[src/rtl/spa_pkg.sv]
// Package for the slot pool allocator: request and result types, operation,
// status and state codes, and default sizes.
// No dependencies; the allocator, link store, checker and testbench import it.
`timescale 1ns / 1ps
`default_nettype none

package spa_pkg;

	localparam int SLOTS_DEF   = 16;
	localparam int MAX_RESULTS = 16;

	typedef enum logic [1:0] {
		OP_ALLOC = 2'd0,
		OP_FREE  = 2'd1,
		OP_LIST  = 2'd2,
		OP_CLEAR = 2'd3
	} op_t;

	typedef enum logic [1:0] {
		ST_OK         = 2'd0,
		ST_POOL_EMPTY = 2'd1,
		ST_NOT_ACTIVE = 2'd2,
		ST_LIST_EMPTY = 2'd3
	} status_t;

	typedef enum logic [2:0] {
		S_IDLE,
		S_ALLOC_WB,
		S_FREE_HEAD,
		S_FREE_WALK,
		S_FREE_PUSH,
		S_LIST_WALK
	} state_t;

	typedef struct packed {
		op_t        operation;
		logic [3:0] slot;
	} request_t;

	typedef struct packed {
		status_t    status;
		logic [3:0] slot_out;
		logic       last;
	} result_t;

	typedef struct packed {
		logic rd;
		logic wr;
		logic clear;
	} link_ctl_t;

endpackage

`default_nettype wire

[src/rtl/slot_pool_free_list_allocator.sv]
// Top level of the slot pool allocator: request decode, list-walking state
// machine, head and flag registers, and the result register.
// Depends on spa_pkg and spa_links.
`timescale 1ns / 1ps
`default_nettype none

// A request is taken when start is high and busy is low; each result shows on
// result for one cycle with strobe high, and the receiver must take it then.
// Rejected requests and clear give their result in the cycle after the request;
// allocate reads the free head's link, then answers from its write-back state.
// Free reads the freed slot's link and then walks the active list one link per
// cycle through the link RAM, then answers from its push state. List emits one
// active slot per cycle from its walk state, at most 16.

module slot_pool_free_list_allocator
	import spa_pkg::*;
#(
	parameter int SLOTS = SLOTS_DEF
) (
	input  wire logic     clk,
	input  wire logic     arst_n,
	input  wire logic     start,
	input  wire request_t request,
	output logic          busy,
	output result_t       result,
	output logic          strobe
);

	localparam int IW         = $clog2(SLOTS);
	localparam int LW         = $clog2(SLOTS + 1);
	localparam int SW         = $clog2(SLOTS + 1);
	localparam int LIST_LIMIT = (SLOTS < MAX_RESULTS) ? SLOTS : MAX_RESULTS;

	state_t         state_q, state_d;
	logic [LW-1:0]  free_head_q, active_head_q;
	logic [SLOTS-1:0] flags_q;
	logic [IW-1:0]  s_q, cur_q;
	logic [LW-1:0]  nxs_q;
	logic [SW-1:0]  step_q;
	result_t        result_q;
	logic           strobe_q;

	link_ctl_t      lk_ctl;
	logic [IW-1:0]  lk_raddr, lk_waddr;
	logic [LW-1:0]  lk_wdata, lk_rdata;

	logic           accept;
	logic [IW+3:0]  slot_w;
	logic [IW-1:0]  slot_idx;
	logic           slot_ok;
	logic           free_null, head_null, head_is_s;
	logic           rd_null, rd_match, walk_more, list_end;
	logic [IW-1:0]  rd_idx;

	logic           emit;
	status_t        emit_st;
	logic [IW-1:0]  emit_slot;
	logic           emit_last;
	logic [IW+3:0]  emit_w;

	spa_links #(
		.SLOTS(SLOTS)
	) u_links (
		.clk   (clk),
		.arst_n(arst_n),
		.ctl   (lk_ctl),
		.raddr (lk_raddr),
		.waddr (lk_waddr),
		.wdata (lk_wdata),
		.rdata (lk_rdata)
	);

	assign busy      = (state_q != S_IDLE);
	assign accept    = start && !busy;
	assign slot_w    = {IW'(0), request.slot};
	assign slot_idx  = slot_w[IW-1:0];
	assign slot_ok   = ({3'b000, request.slot} < 7'(SLOTS)) && flags_q[slot_idx];
	assign free_null = (free_head_q >= LW'(SLOTS));
	assign head_null = (active_head_q >= LW'(SLOTS));
	assign head_is_s = (active_head_q == LW'(s_q));
	assign rd_null   = (lk_rdata >= LW'(SLOTS));
	assign rd_idx    = lk_rdata[IW-1:0];
	assign rd_match  = (lk_rdata == LW'(s_q));
	assign walk_more = !rd_null && (step_q != SW'(SLOTS));
	assign list_end  = rd_null || (step_q == SW'(LIST_LIMIT));

	always_comb begin
		state_d = state_q;
		unique case (state_q)
			S_IDLE: begin
				if (accept) begin
					unique case (request.operation)
						OP_ALLOC: if (!free_null) state_d = S_ALLOC_WB;
						OP_FREE:  if (slot_ok) state_d = S_FREE_HEAD;
						OP_LIST:  if (!head_null) state_d = S_LIST_WALK;
						OP_CLEAR: state_d = S_IDLE;
						default:  state_d = S_IDLE;
					endcase
				end
			end
			S_ALLOC_WB: state_d = S_IDLE;
			S_FREE_HEAD: begin
				state_d = (head_is_s || head_null) ? S_FREE_PUSH : S_FREE_WALK;
			end
			S_FREE_WALK: begin
				if (rd_match || !walk_more) begin
					state_d = S_FREE_PUSH;
				end
			end
			S_FREE_PUSH: state_d = S_IDLE;
			S_LIST_WALK: if (list_end) state_d = S_IDLE;
			default:     state_d = S_IDLE;
		endcase
	end

	always_comb begin
		lk_ctl    = '0;
		lk_raddr  = '0;
		lk_waddr  = '0;
		lk_wdata  = '0;
		emit      = 1'b0;
		emit_st   = ST_OK;
		emit_slot = '0;
		emit_last = 1'b1;
		unique case (state_q)
			S_IDLE: begin
				if (accept) begin
					unique case (request.operation)
						OP_ALLOC: begin
							if (free_null) begin
								emit    = 1'b1;
								emit_st = ST_POOL_EMPTY;
							end else begin
								lk_ctl.rd = 1'b1;
								lk_raddr  = free_head_q[IW-1:0];
							end
						end
						OP_FREE: begin
							if (!slot_ok) begin
								emit    = 1'b1;
								emit_st = ST_NOT_ACTIVE;
							end else begin
								lk_ctl.rd = 1'b1;
								lk_raddr  = slot_idx;
							end
						end
						OP_LIST: begin
							if (head_null) begin
								emit    = 1'b1;
								emit_st = ST_LIST_EMPTY;
							end else begin
								lk_ctl.rd = 1'b1;
								lk_raddr  = active_head_q[IW-1:0];
							end
						end
						OP_CLEAR: begin
							lk_ctl.clear = 1'b1;
							emit         = 1'b1;
						end
						default: begin
							emit = 1'b0;
						end
					endcase
				end
			end
			S_ALLOC_WB: begin
				lk_ctl.wr = 1'b1;
				lk_waddr  = free_head_q[IW-1:0];
				lk_wdata  = active_head_q;
				emit      = 1'b1;
				emit_slot = free_head_q[IW-1:0];
			end
			S_FREE_HEAD: begin
				if (!head_is_s && !head_null) begin
					lk_ctl.rd = 1'b1;
					lk_raddr  = active_head_q[IW-1:0];
				end
			end
			S_FREE_WALK: begin
				if (rd_match) begin
					lk_ctl.wr = 1'b1;
					lk_waddr  = cur_q;
					lk_wdata  = nxs_q;
				end else if (walk_more) begin
					lk_ctl.rd = 1'b1;
					lk_raddr  = rd_idx;
				end
			end
			S_FREE_PUSH: begin
				lk_ctl.wr = 1'b1;
				lk_waddr  = s_q;
				lk_wdata  = free_head_q;
				emit      = 1'b1;
				emit_slot = s_q;
			end
			S_LIST_WALK: begin
				emit      = 1'b1;
				emit_slot = cur_q;
				emit_last = list_end;
				if (!list_end) begin
					lk_ctl.rd = 1'b1;
					lk_raddr  = rd_idx;
				end
			end
			default: begin
				emit = 1'b0;
			end
		endcase
	end

	assign emit_w = {4'b0000, emit_slot};

	always_ff @(posedge clk or negedge arst_n) begin
		if (!arst_n) begin
			state_q       <= S_IDLE;
			free_head_q   <= '0;
			active_head_q <= LW'(SLOTS);
			flags_q       <= '0;
			strobe_q      <= 1'b0;
		end else begin
			state_q  <= state_d;
			strobe_q <= emit;
			unique case (state_q)
				S_IDLE: begin
					if (accept && request.operation == OP_CLEAR) begin
						free_head_q   <= '0;
						active_head_q <= LW'(SLOTS);
						flags_q       <= '0;
					end
				end
				S_ALLOC_WB: begin
					free_head_q                   <= lk_rdata;
					active_head_q                 <= free_head_q;
					flags_q[free_head_q[IW-1:0]] <= 1'b1;
				end
				S_FREE_HEAD: begin
					if (head_is_s) begin
						active_head_q <= lk_rdata;
					end
				end
				S_FREE_PUSH: begin
					free_head_q  <= LW'(s_q);
					flags_q[s_q] <= 1'b0;
				end
				default: begin
					flags_q <= flags_q;
				end
			endcase
		end
	end

	always_ff @(posedge clk) begin
		if (emit) begin
			result_q.status   <= emit_st;
			result_q.slot_out <= emit_w[3:0];
			result_q.last     <= emit_last;
		end
		case (state_q)
			S_IDLE: begin
				if (accept) begin
					s_q    <= slot_idx;
					cur_q  <= active_head_q[IW-1:0];
					step_q <= SW'(1);
				end
			end
			S_FREE_HEAD: begin
				nxs_q  <= lk_rdata;
				cur_q  <= active_head_q[IW-1:0];
				step_q <= SW'(1);
			end
			S_FREE_WALK, S_LIST_WALK: begin
				cur_q  <= rd_idx;
				step_q <= step_q + SW'(1);
			end
			default: begin
				cur_q <= cur_q;
			end
		endcase
	end

	assign result = result_q;
	assign strobe = strobe_q;

endmodule

`default_nettype wire

[src/rtl/spa_ram.sv]
// Generic single-port-write, single-port-read RAM with a registered read.
// No dependencies.
`timescale 1ns / 1ps
`default_nettype none

module spa_ram #(
	parameter int WIDTH = 8,
	parameter int DEPTH = 16
) (
	input  wire logic                     clk,
	input  wire logic                     we,
	input  wire logic [$clog2(DEPTH)-1:0] waddr,
	input  wire logic [WIDTH-1:0]         wdata,
	input  wire logic                     re,
	input  wire logic [$clog2(DEPTH)-1:0] raddr,
	output logic      [WIDTH-1:0]         rdata
);

	logic [WIDTH-1:0] mem_q [DEPTH];

	always_ff @(posedge clk) begin
		if (we) begin
			mem_q[waddr] <= wdata;
		end
		if (re) begin
			rdata <= mem_q[raddr];
		end
	end

endmodule

`default_nettype wire

[src/rtl/spa_links.sv]
// Next-link store: a RAM of links plus one valid bit per entry, so that an
// entry never written since reset or clear reads as its reset link (index + 1).
// Depends on spa_pkg and spa_ram.
`timescale 1ns / 1ps
`default_nettype none

module spa_links
	import spa_pkg::*;
#(
	parameter int SLOTS = SLOTS_DEF
) (
	input  wire logic                       clk,
	input  wire logic                       arst_n,
	input  wire link_ctl_t                  ctl,
	input  wire logic [$clog2(SLOTS)-1:0]   raddr,
	input  wire logic [$clog2(SLOTS)-1:0]   waddr,
	input  wire logic [$clog2(SLOTS+1)-1:0] wdata,
	output logic      [$clog2(SLOTS+1)-1:0] rdata
);

	localparam int IW = $clog2(SLOTS);
	localparam int LW = $clog2(SLOTS + 1);

	logic [SLOTS-1:0] valid_q;
	logic [IW-1:0]    raddr_s1;
	logic             rvalid_s1;
	logic [LW-1:0]    ram_rdata;

	spa_ram #(
		.WIDTH(LW),
		.DEPTH(SLOTS)
	) u_ram (
		.clk  (clk),
		.we   (ctl.wr),
		.waddr(waddr),
		.wdata(wdata),
		.re   (ctl.rd),
		.raddr(raddr),
		.rdata(ram_rdata)
	);

	always_ff @(posedge clk or negedge arst_n) begin
		if (!arst_n) begin
			valid_q <= '0;
		end else if (ctl.clear) begin
			valid_q <= '0;
		end else if (ctl.wr) begin
			valid_q[waddr] <= 1'b1;
		end
	end

	always_ff @(posedge clk) begin
		if (ctl.rd) begin
			raddr_s1  <= raddr;
			rvalid_s1 <= valid_q[raddr];
		end
	end

	assign rdata = rvalid_s1 ? ram_rdata : LW'(raddr_s1) + LW'(1);

endmodule

`default_nettype wire

[config.mk]
export PLATFORM = sky130hd
export DESIGN_NAME = slot_pool_free_list_allocator
export DESIGN_NICKNAME = d
export VERILOG_FILES = /design/src/rtl/spa_pkg.sv /design/src/rtl/slot_pool_free_list_allocator.sv /design/src/rtl/spa_ram.sv /design/src/rtl/spa_links.sv
export SDC_FILE = /design/constraint.sdc
export NUM_CORES = 1
export LEC_CHECK = 0
export ABC_AREA = 1
export BUFFER_PORTS_ARGS = -buffer_cell sky130_fd_sc_hd__buf_4
export CELL_PAD_IN_SITES_DETAIL_PLACEMENT = 2
export CELL_PAD_IN_SITES_GLOBAL_PLACEMENT = 2
export CORE_UTILIZATION = 25
export CTS_CLUSTER_DIAMETER = 120
export DETAILED_ROUTE_END_ITERATION = 8
export PLACE_DENSITY = 0.55
export REMOVE_ABC_BUFFERS = 1
export SETUP_SLACK_MARGIN = 0.3
export SYNTH_ARGS = -nofsm -noshare
export SYNTH_HDL_FRONTEND = slang
export SYNTH_HIERARCHICAL = 1
export SYNTH_SLANG_ARGS = --single-unit
[constraint.sdc]
create_clock -name clk -period 2.8 [get_ports clk]
set_clock_uncertainty 0.2 [all_clocks]
set_input_delay 0.14 -clock clk [delete_from_list [all_inputs] [get_ports clk]]
set_output_delay 0.14 -clock clk [all_outputs]
set_load 0.02 [all_outputs]
==> key figures <==
Run status
  • Outcome: finished with violations
  • Failing checks: setup timing

GRT
  • GR Layer Usage met1: 23.9%
  • Top Usage Layer GRT: met2
  • First-pass GRT wire length: 45500 um
  • Vias in the first global route: 7475
  • GRT Util Overall: 18.4%
  • Pin count of the biggest net entering global routing: 47
  • Initial antenna violation count: 0
  • Grt total ovfl: 0
  • Met3 GRT Util: 2.63%
  • GR Util met2: 31.9%

Timing
  • Slew @ Worst Pin: 671 ps
  • PnR worst setup slack: -190 ps
  • Unrepaired setup endpoints after global routing: yes
  • Final Critical Period: 2990 ps
  • Setup TNS Final: -6540 ps
  • Setup Viol. Count Final: 88
  • Final slew viol count: 0
  • FMAX: 334 MHz
  • Worst slew margin: 55.3%
  • Final clock period utilization by the worst path: 107%
  • Final hold viol count: 0

Die
  • Core Area: 32500 um^2
  • # IOs: 18
  • Die Width: 184 um
  • Die height: 184 um
  • # rows: 66
  • Initial core utilization: 25.4%
  • DIE AREA: 33700 um^2

Detailed routing
  • Drt wl/cell: 19.6 um
  • Pre-Repair DR Iteration Count: 4
  • Remaining DRCs: 0
  • Final Routed Wirelength: 29900 um
  • Iter 0 DRT Violations: 340
  • Vias: 6962
  • Drt via density: 4.56
  • Antenna-violating nets left: 0

Worst setup path
  • CP Data Required Time: 2770 ps
  • Setup crit end kind: flip-flop
  • Worst R2R End: u_links/u_ram/mem_q[9][1]
  • RR Startpoint: u_links/rvalid_s1
  • Crit-path slowest cell: edfxtp_1
  • CP max FO: 8
  • R2r worst-path depth: 15
  • R2r setup slk: -190 ps
  • Startpoint Class: flip-flop
  • Crit-path cells: nand2_1 -> o21ai_1 -> buf_4 -> inv_1 -> o21ai_1 -> nor2_2 -> nand3_2 -> buf_6 -> nor2_4 -> inv_4 -> o21ai_2 -> buf_6 -> nand3b_1 -> nor2_1 -> buf_4
  • Crit path from: u_links/rvalid_s1
  • Critical path endpoint: u_links/u_ram/mem_q[9][1]
  • CP peak stage delay: 540 ps
  • Critical path arrival: 2960 ps
  • Crit path kind: reg2reg

Synth
  • Synth warn: 6
  • Post-synth EDFFs: 115
  • Ys async rst share: 28.6%
  • Synthesized area: 8240 um^2
  • Synth Area in Adders: 0.456%
  • Post-synthesis sequential area ratio: 55.9%
  • Synth Area in XOR/XNOR: 0.744%
  • Synthesized area per cell: 8.97 um^2
  • Combinational family with the most area after synthesis: simple AND/OR/NAND/NOR gates
  • Synth Flop Type: edfxtp_1
  • Mux cell area share after synthesis: 0%
  • Compound-gate portion of the synthesized area: 8.54%
  • Synth Area in Simple Gates: 24.3%
  • Synth unique cells: 46
  • Mapped Cells: 918
  • Synth Register Bits: 161

Worst hold path
  • Hold/Removal Path Class: in2async

Layout
  • Design area: 11300 um^2
  • Antenna diodes: 0
  • Final core utilization: 34.7%
  • Layout cells sized above 1: 34.1%
  • Non-Filler Instances: 1528
  • Area Growth Syn to Fin: 36.6%
  • Nets: 1085

Clock network
  • Clock root buffer: clkbuf_16
  • # clock sinks: 161
  • Num CTS Buffers: 17
  • Reg clk slew, reported paths: 80 ps
  • H-tree depth: 4
  • TritonCTS clock tree: yes
  • Clock Tree Buf Depth: 2
  • Skew-Pair Late Insertion Delay: 450 ps

Power
  • P_leak: 4.86 nW
  • Pwr Density: 1010 nW/um^2
  • Worst IR Drop VDD: 0.000403 V
  • Power, Total: 11.4 mW

Placement
  • Placed cells: 1456
  • Port bufs: 17
  • Placed cell area: 9590 um^2
  • GP Congestion: 0.785
  • Final HPWL DP: 20800 um

Flow run
  • Max_cap viols: 0
## stage by stage
step	worst slack [ps]	hold slack (ps)
CTS	-99.4	91.2
finish	-190	96.9
global placement	-442	31.7
global route	-310	156
floorplan	-886	-356
detailed placement	-441	29.7
## layout by cell type, fill, tap and decap left out, types with 4 or more instances in the layout
master | netlist | final
nand2_1 | 234 | 210
edfxtp_1 | 115 | 115
buf_4 | 6 | 111
inv_1 | 122 | 110
nand3_1 | 117 | 80
dfrtp_1 | 45 | 45
inv_2 | 34 | 43
nor2_1 | 54 | 41
nand3_2 | 2 | 38
a21oi_1 | 37 | 27
o21ai_0 | 37 | 26
buf_6 | 9 | 24
nand2_2 | 10 | 22
o21ai_1 | 18 | 22
clkbuf_16 | 0 | 17
o21ai_2 | 9 | 16
nand2_4 | 4 | 15
buf_12 | 0 | 13
nor2_4 | 4 | 10
a21oi_2 | 0 | 10
nor2_2 | 2 | 9
dlygate4sd3_1 | 0 | 8
o211ai_1 | 7 | 7
xor2_1 | 6 | 6
inv_6 | 2 | 6
nand4_1 | 5 | 5
inv_8 | 0 | 4
buf_8 | 1 | 4
## worst min path at each step
stage                             endpoint  slack [ps]
after floorplan           active_head_q[0]        -360
after global placement          state_q[0]          30
after detailed placement        state_q[0]          30
after CTS                       state_q[2]          90
after global routing            state_q[2]         160
final                           state_q[0]         100
## cell usage after synthesis (2+ instances only)
cell type  number  area (um^2)
nand3b_1        2         15.0
nand3_1       117          586
inv_1         122          458
o21ai_0        37          185
nand3_4         2         35.0
xor2_1          6         52.6
nand2_2        10         62.6
buf_4           6         45.0
nor2_4          4         45.0
buf_2           6         30.0
a21oi_1        37          185
buf_6           9          101
nor2_1         54          203
o221ai_1        2         17.5
dfrtp_1        45         1130
o21ai_1        18         90.1
o211ai_1        7         52.6
nand3_2         2         20.0
ha_1            3         37.5
nand2_4         4         45.0
edfxtp_1      115         3450
clkbuf_1        3         11.3
nor2_2          2         12.5
inv_6           2         17.5
o22ai_1         2         12.5
nand2_1       234          878
o21ai_2         9         78.8
nand4_1         5         31.3
inv_2          34          128
a22oi_1         3         22.5
## state kept, by name (all words and copies together), names as in the netlist
| name | count |
|---|---|
| u_links/u_ram/mem_q | 80 |
| flags_q | 16 |
| u_links/valid_q | 16 |
| result | 7 |
| active_head_q | 5 |
| free_head_q | 5 |
| nxs_q | 5 |
| step_q | 5 |
| u_links/u_ram/rdata | 5 |
| cur_q | 4 |
| s_q | 4 |
| u_links/raddr_s1 | 4 |
| state_q | 3 |
| strobe | 1 |
| u_links/rvalid_s1 | 1 |
## routing by layer
layer | part of all wire [%] | wire [um] | vias to the layer above
met1 | 46 | 13900 | 3542
met5 | 0 | 0 | -
li1 | - | - | 3311
met4 | 1.4 | 431 | 0
met3 | 1.9 | 563 | 29
met2 | 50 | 15000 | 80
## worst max-delay path: cells and delay by family (launching register included)
kind            cells  cell delay [ps]
simple gates        6              920
flops               1              540
compound gates      3              300
buf+inv             6              770
## repair_timing
item | 4_1_cts | 5_1_grt
pin swaps | 18 | 20
hold endpoints to repair | 55 | 0
resized for setup | 118 | 70
cloned | 2 | 1
hold buffers | 8 | 0
endpoints found under the setup margin | 196 | 196
buffers inserted | 20 | 9
## cell families (layout without fill, tap and decap cells)
kind of cell | count (synthesis) | count (layout)
xor+xnor | 7 | 7
compound gates | 120 | 120
simple gates | 442 | 442
buf+inv | 185 | 353
fa+ha+maj | 3 | 3
flops | 161 | 161
## area by class of cell
| type | instances | area (um^2) |
|---|---|---|
| Multi-Input combinational cell | 572 | 3300 |
| Inverter | 160 | 641 |
| Tap cell | 442 | 553 |
| Clock inverter | 15 | 196 |
| Fill cell | 3598 | 21200 |
| Clock buffer | 17 | 425 |
| Timing Repair Buffer | 161 | 1530 |
| Sequential cell | 161 | 4610 |
## power by group
part | internal (mW) | switching, mW | total, mW
Clock | 1.43 | 1.11 | 2.54
Sequential | 3.24 | 0.311 | 3.55
Combinational | 1.97 | 3.34 | 5.30
Total | 6.64 | 4.76 | 11.4
Note: power is estimated with default switching activity, not from simulation.
